**src/hw/rtl/knn_pkg.sv**
```systemverilog
// ----------------------------------------------------------------------------
// Neighbour distance package
// Request codes, widths and the cell control struct.
// ----------------------------------------------------------------------------
`default_nettype none
package knn_pkg;
  typedef enum logic [1:0] {
    REQ_LOAD  = 2'd0,
    REQ_QUERY = 2'd1,
    REQ_CLEAR = 2'd2,
    REQ_NONE  = 2'd3
  } req_e;

  typedef enum logic [2:0] {
    ST_IDLE, ST_FETCH, ST_SCAN, ST_DRAIN, ST_SUM, ST_DIV, ST_SQRT, ST_DONE
  } state_e;

  localparam int unsigned MeanBits = 21;
  localparam int unsigned UsedBits = 3;
  localparam int unsigned IndexBits = 10;
  localparam int unsigned DefaultSq = 15;

  typedef struct packed {
    logic clear;
    logic valid;
  } cell_ctl_t;
endpackage
`default_nettype wire

```
**src/hw/rtl/knn_cell.sv**
```systemverilog
// ----------------------------------------------------------------------------
// Neighbour insertion cell
// Holds one of the sorted smallest distances and passes displaced or rejected values on.
// ----------------------------------------------------------------------------
`default_nettype none
module knn_cell #(
  parameter int unsigned DW = 25
) (
  input  wire logic               clk_i,
  input  wire logic               rst_ni,
  input  wire knn_pkg::cell_ctl_t ctl_i,
  input  wire logic [DW-1:0]      d_i,
  input  wire logic               v_i,
  output logic      [DW-1:0]      d_o,
  output logic                    v_o,
  output logic      [DW-1:0]      held_o,
  output logic                    full_o
);
  import knn_pkg::*;
  logic [DW-1:0] held_q, held_d, out_q, out_d;
  logic full_q, full_d, ov_q, ov_d;

  always_comb begin
    held_d = held_q;
    full_d = full_q;
    out_d  = d_i;
    ov_d   = 1'b0;
    if (v_i && ctl_i.valid) begin
      if (!full_q) begin
        held_d = d_i;
        full_d = 1'b1;
      end else if (d_i < held_q) begin
        held_d = d_i;
        out_d  = held_q;
        ov_d   = 1'b1;
      end else begin
        ov_d = 1'b1;
      end
    end
    if (ctl_i.clear) begin
      full_d = 1'b0;
      ov_d   = 1'b0;
    end
  end

  always_ff @(posedge clk_i or negedge rst_ni) begin
    if (!rst_ni) begin
      full_q <= 1'b0;
      ov_q   <= 1'b0;
    end else begin
      full_q <= full_d;
      ov_q   <= ov_d;
    end
  end

  always_ff @(posedge clk_i) begin
    held_q <= held_d;
    out_q  <= out_d;
  end

  assign d_o    = out_q;
  assign v_o    = ov_q;
  assign held_o = held_q;
  assign full_o = full_q;
endmodule
`default_nettype wire

```
**config.mk**
```make
export PLATFORM = sky130hd
export DESIGN_NAME = knn_cell
export DESIGN_NICKNAME = d
export VERILOG_FILES = /design/src/hw/rtl/knn_pkg.sv /design/src/hw/rtl/knn_cell.sv
export SDC_FILE = /design/constraint.sdc
export NUM_CORES = 1
export LEC_CHECK = 0
export BUFFER_PORTS_ARGS = -buffer_cell sky130_fd_sc_hd__buf_4
export CAP_MARGIN = 20
export CORE_MARGIN = 10
export CORE_UTILIZATION = 30
export CTS_CLUSTER_DIAMETER = 30
export DETAILED_ROUTE_END_ITERATION = 10
export GPL_ROUTABILITY_DRIVEN = 0
export PLACE_DENSITY = 0.49
export SETUP_SLACK_MARGIN = 0.05
export SLEW_MARGIN = 20
export SYNTH_ARGS = -nofsm -noshare
export SYNTH_HDL_FRONTEND = slang
export SYNTH_SLANG_ARGS = --single-unit
export TNS_END_PERCENT = 20
```
**constraint.sdc**
```tcl
create_clock -name clk_i -period 3.95 [get_ports clk_i]
set_input_delay 1.185 -clock clk_i [delete_from_list [all_inputs] [get_ports clk_i]]
set_output_delay 1.185 -clock clk_i [all_outputs]
set_load 0.005 [all_outputs]
```
# Yosys cells after proc, flatten, opt, wreduce, memory -nomap -nowiden
# Cells that the tools add are included.
[totals]
regBits = 52
latchBits = 0
ram_bits = 0
rom_bits = 0
input_bits = 30
output_inout_bits = 52
wordCells = 19
mem_count = 0
[classes]
add_sub_neg = 0
mul = 0
div = 0
order_cmp = 1
eq_ne = 1
shifts = 0
mux = 10
bitwise = 0
reduce_logical = 3
[ops]
columns = ["op", "n"]
rows = [
  ["$mux 25", 5],
  ["$lt 25x25->1", 1],
  ["$mux 1", 5],
  ["$ne 2x1->1 const B", 1],
  ["$reduce_and 2->1", 1],
  ["$reduce_bool 2->1", 1],
  ["$logic_and 1x1->1", 1],
]

# Longest topological paths before layout
[depth]
ltp_word = 4
mapped_depth = 9
depth_no_buf = 8

# Worst setup path after synthesis
# OpenSTA, ideal clock, no wires.
[synth_timing]
path_type = "input to register"
from = "input port d_i[23]"
to = "register held_q[0] (netlist: held_o[0]) (enable)"
setup_time_ns = 0.384
arrival_ns = 2.934
required_ns = 3.566
setup_slack_ns = 0.632
stages = 7
path_buffers = 0
path_cell_list = "ha_1 -> nand4_1 -> nor4_2 -> a221oi_1 -> nand2_1 -> o21ai_0 -> and3_1"
[synth_between]
elab_chain_cells = 3
[synth_rtl]
columns = ["item", "line", "rtl"]
rows = [
  ["from (decl)", "knn_cell.sv:12", "input wire logic [DW-1:0] d_i,"],
  ["$lt 25x25->1", "knn_cell.sv:32", "end else if (d_i < held_q) begin"],
  ["$ne 2x1->1 (no line)", "n/a", ""],
  ["$reduce_and 2->1 (no line)", "n/a", ""],
  ["to (signal assigned)", "knn_cell.sv:57", "held_q <= held_d;"],
  ["to (decl)", "knn_cell.sv:20", "logic [DW-1:0] held_q, held_d, out_q, out_d;"],
]
# Every way passes these cells.
# A chain may end at the register's enable or synchronous reset.

# Final worst setup path
[layout_timing]
from = "input port d_i[23]"
to = "register held_q[14] (netlist: held_o[14]) (enable)"
# Same word-level chain as after synthesis.

==> impl_metrics.ini <==
[synthesis]
synth_xor_xnor_area_share = 0
async_reset_ff_frac = 0.03846
post-synth-top-area-cell = sky130_fd_sc_hd__edfxtp_1
postSynthAreaPerCell_sq_um = 12.97
synth_fp_nets = 228
synth_top_family_by_area = adder cells
synth_cell_type_count = 24
fraction_of_the_mapped_netlist_area_in_simple_logic_gates = 0.05931
synth_top_cells_by_area = sky130_fd_sc_hd__edfxtp_1 33%, sky130_fd_sc_hd__dfxtp_1 22%, sky130_fd_sc_hd__ha_1 13%, sky130_fd_sc_hd__mux2_2 12%, sky130_fd_sc_hd__inv_1 4.0%
ys_warn_count = 0
synthesis.instances = 174
syn-cell-area_sq_mm = 0.002257
netlist_top_cells_count = 25 x sky130_fd_sc_hd__dfxtp_1, 25 x sky130_fd_sc_hd__edfxtp_1, 25 x sky130_fd_sc_hd__mux2_2
arithmetic_cell_share_of_the_synthesized_area_counting_full_adders_half_adders_and_majority_gates = 0.1330
synth-main-ff-cell = sky130_fd_sc_hd__edfxtp_1
synth-seq-area-share = 0.5765
synth-compound-area-share = 0.05654
ffs_latches_synth = 52
muxShareOfSynthArea = 0.1247
synth_enable_flop_cells = 25
synth_top_cell_area_share = 0.3326

[final_layout]
utilization = 0.4233
post_route_cells_drive_above_1_share = 0.4491
syn_to_final_growth_pct = 36.75
layout.filler_cells = 745
ff_latch_area_sq_mm = 0.001301
final_net_count = 318
final_cells = 364
antennaDiodeCount = 0
post-route-cell-area_sq_mm = 0.003087
multi_input_comb_area_sq_um = 843.3

[detailed_routing]
dr.first_iter.drc_count = 37
route.final.wire_length_um = 5321
drcViolationCount = 0
detail_route.first_pass.iterations = 4
ant_nets = 0
top_layer_used = met4
wl_met2_um = 2273
vias_per_cell = 4.354
detailroute.wirelength.met3_um = 641
wl_per_cell_um = 14.62
route.vias.total = 1585
drt-met1-wl_um = 2344

[setup_path]
worstRegToRegCells = 9
crit_arrival_ps = 3070
setup.worst_path.class = in2reg
startpoint_type = input pin
r2r_end = held_o[14]$_DFFE_PP_
kind_of_end_point_of_the_critical_path = flip-flop
worst-r2r-setup-slack_ps = 1440
origin_of_the_critical_flop_to_flop_path = held_o[6]$_DFFE_PP_
timing.critical_path.required_ps = 3960
path_max_fanout = 11

[global_route]
number_of_antenna_violations_at_the_first_check_in_global_routing = 0
grt_start_max_net_pins = 20
first_pass_grt_wire_length_um = 8769
grt_use_total = 0.09430
grt_pass1_vias = 1770
grt-ovfl-total = 0

[clock_tree]
cts_resized = 0
cts_sinks = 52
register_clock_pin_slew_on_the_reported_worst_setup_and_hold_paths_ps = 90
worst_skew_pair_later_pin_latency_ps = 300
clk_path_buf_depth = 2
cts_setup_buffers = 0
cts-htree-levels = 2
post_cts_hold_buffer_count = 0
cts-root-buf = sky130_fd_sc_hd__clkbuf_8
tritoncts = done
cts_made_buffers = 5

[die]
fp.coreArea_sq_mm = 0.007292
initial_core_util = 0.3095
die_height_um = 106.7
std_cell_rows = 31
fp.dieArea_sq_mm = 0.01139
die_span_x_um = 106.7
num_io_pins = 82

[place]
detailedPlacementHpwl_um = 4323
placed_cells = 356
i_o_buffers = 81
dpl-instance-area_sq_mm = 0.002997

[status]
outcome = finished, final reports clean

[min_path]
hold_class = reg2reg
hold-path-endpoint = d_o[4]$_DFF_P_
hold_path.startpoint = held_o[4]$_DFFE_PP_
hold-path-cell-count = 1

[timing]
final_period_minus_worst_setup_slack_ps = 3063
slew-limit-headroom = 0.7996
unrepaired_setup_endpoints_after_global_routing = false
hold_violations = 0
worst_max_slew_pin_slew_ps = 300.5
period_share = 0.7754
final_max_slew_viol_count = 0
max_clock_freq_mhz = 326.5
setup_total_negative_slack_ps = 0
final.hold.worst_slack_ps = 542.4
clock-skew-final_ps = 6.799
setup_viol = 0

[power]
p_leak_nw = 1.415
power_density_mw_per_mm2 = 348.5
max-vdd-ir-drop_mv = 0.1247

[job]
cap_viol_max_count = 0
[worst max-delay path: stages]
cell and delay [ps]:
sky130_fd_sc_hd__buf_4 120, sky130_fd_sc_hd__ha_1 320, sky130_fd_sc_hd__nand4_1 180, sky130_fd_sc_hd__nor4_2 80
sky130_fd_sc_hd__a221oi_1 240, sky130_fd_sc_hd__nand2_1 150, sky130_fd_sc_hd__o21ai_0 170, sky130_fd_sc_hd__and3_1 350
sky130_fd_sc_hd__buf_4 270
[state kept, by name, indices dropped and copies added (netlist names)]
name and flops:
d_o 25, held_o 25, full_o 1, v_o 1
[cells in the final DEF, fill, tap and decap left out, types with 2 or more instances in the layout]
cell type and count:
sky130_fd_sc_hd__buf_4 85, sky130_fd_sc_hd__mux2_2 25, sky130_fd_sc_hd__dfxtp_1 25, sky130_fd_sc_hd__edfxtp_1 25
sky130_fd_sc_hd__inv_1 24, sky130_fd_sc_hd__ha_1 24, sky130_fd_sc_hd__a21oi_1 11, sky130_fd_sc_hd__nand2_1 10
sky130_fd_sc_hd__clkbuf_8 6, sky130_fd_sc_hd__o21ai_0 5, sky130_fd_sc_hd__nand4_1 4, sky130_fd_sc_hd__nor2_1 4
sky130_fd_sc_hd__nand3_1 2, sky130_fd_sc_hd__clkbuf_1 2, sky130_fd_sc_hd__dfrtp_1 2
[power by group]
group	leakage (nW)	internal [mW]	switching (mW)
sequential	0.472	0.596	0.0132
combinational	0.897	0.0870	0.0653
clock	0.0455	0.143	0.171
[metal layers]
| metal | vias up | global-route usage |
|---|---|---|
| li1 | 793 | - |
| met1 | 730 | 0.1121 |
| met2 | 56 | 0.1361 |
| met3 | 6 | 0.05868 |
| met4 | 0 | 0.03191 |
| met5 | - | 0 |
[cell families after synthesis]
group | after synthesis
flip-flops | 52
buffers and inverters | 26
multiplexers | 25
AND/OR/NAND/NOR | 25
adder cells (fa/ha/maj) | 24
AO/OA/AOI/OAI | 22
[layout make-up]
class	count	area share
multi-input cells	96	0.2732
repair buffers	85	0.2067
well taps	99	0.04013
inverters	24	0.02919
clock buffers	8	0.02919
flip-flops and latches	52	0.4216
[how the worst max path moves through the flow]
stage | startpoint | slack, ps | to
finish | d_i[23] | 890 | held_o[14]$_DFFE_PP_
global route | d_i[23] | 700 | held_o[17]$_DFFE_PP_
CTS | d_i[23] | 850 | held_o[14]$_DFFE_PP_
detailed placement | d_i[23] | 530 | held_o[12]$_DFFE_PP_
global placement | d_i[23] | 590 | held_o[12]$_DFFE_PP_
floorplan | d_i[23] | 630 | held_o[0]$_DFFE_PP_
[per-stage QoR]
step           total power [mW]  setup slack (ps)
6_report                  1.076             887.2
5_1_grt                   1.133             700.2
4_1_cts                   1.096             845.6
3_5_place_dp             0.7792             528.6
3_3_place_gp             0.7785             590.3
2_1_floorplan            0.6851             631.5
(Power assumes the default switching activity.)
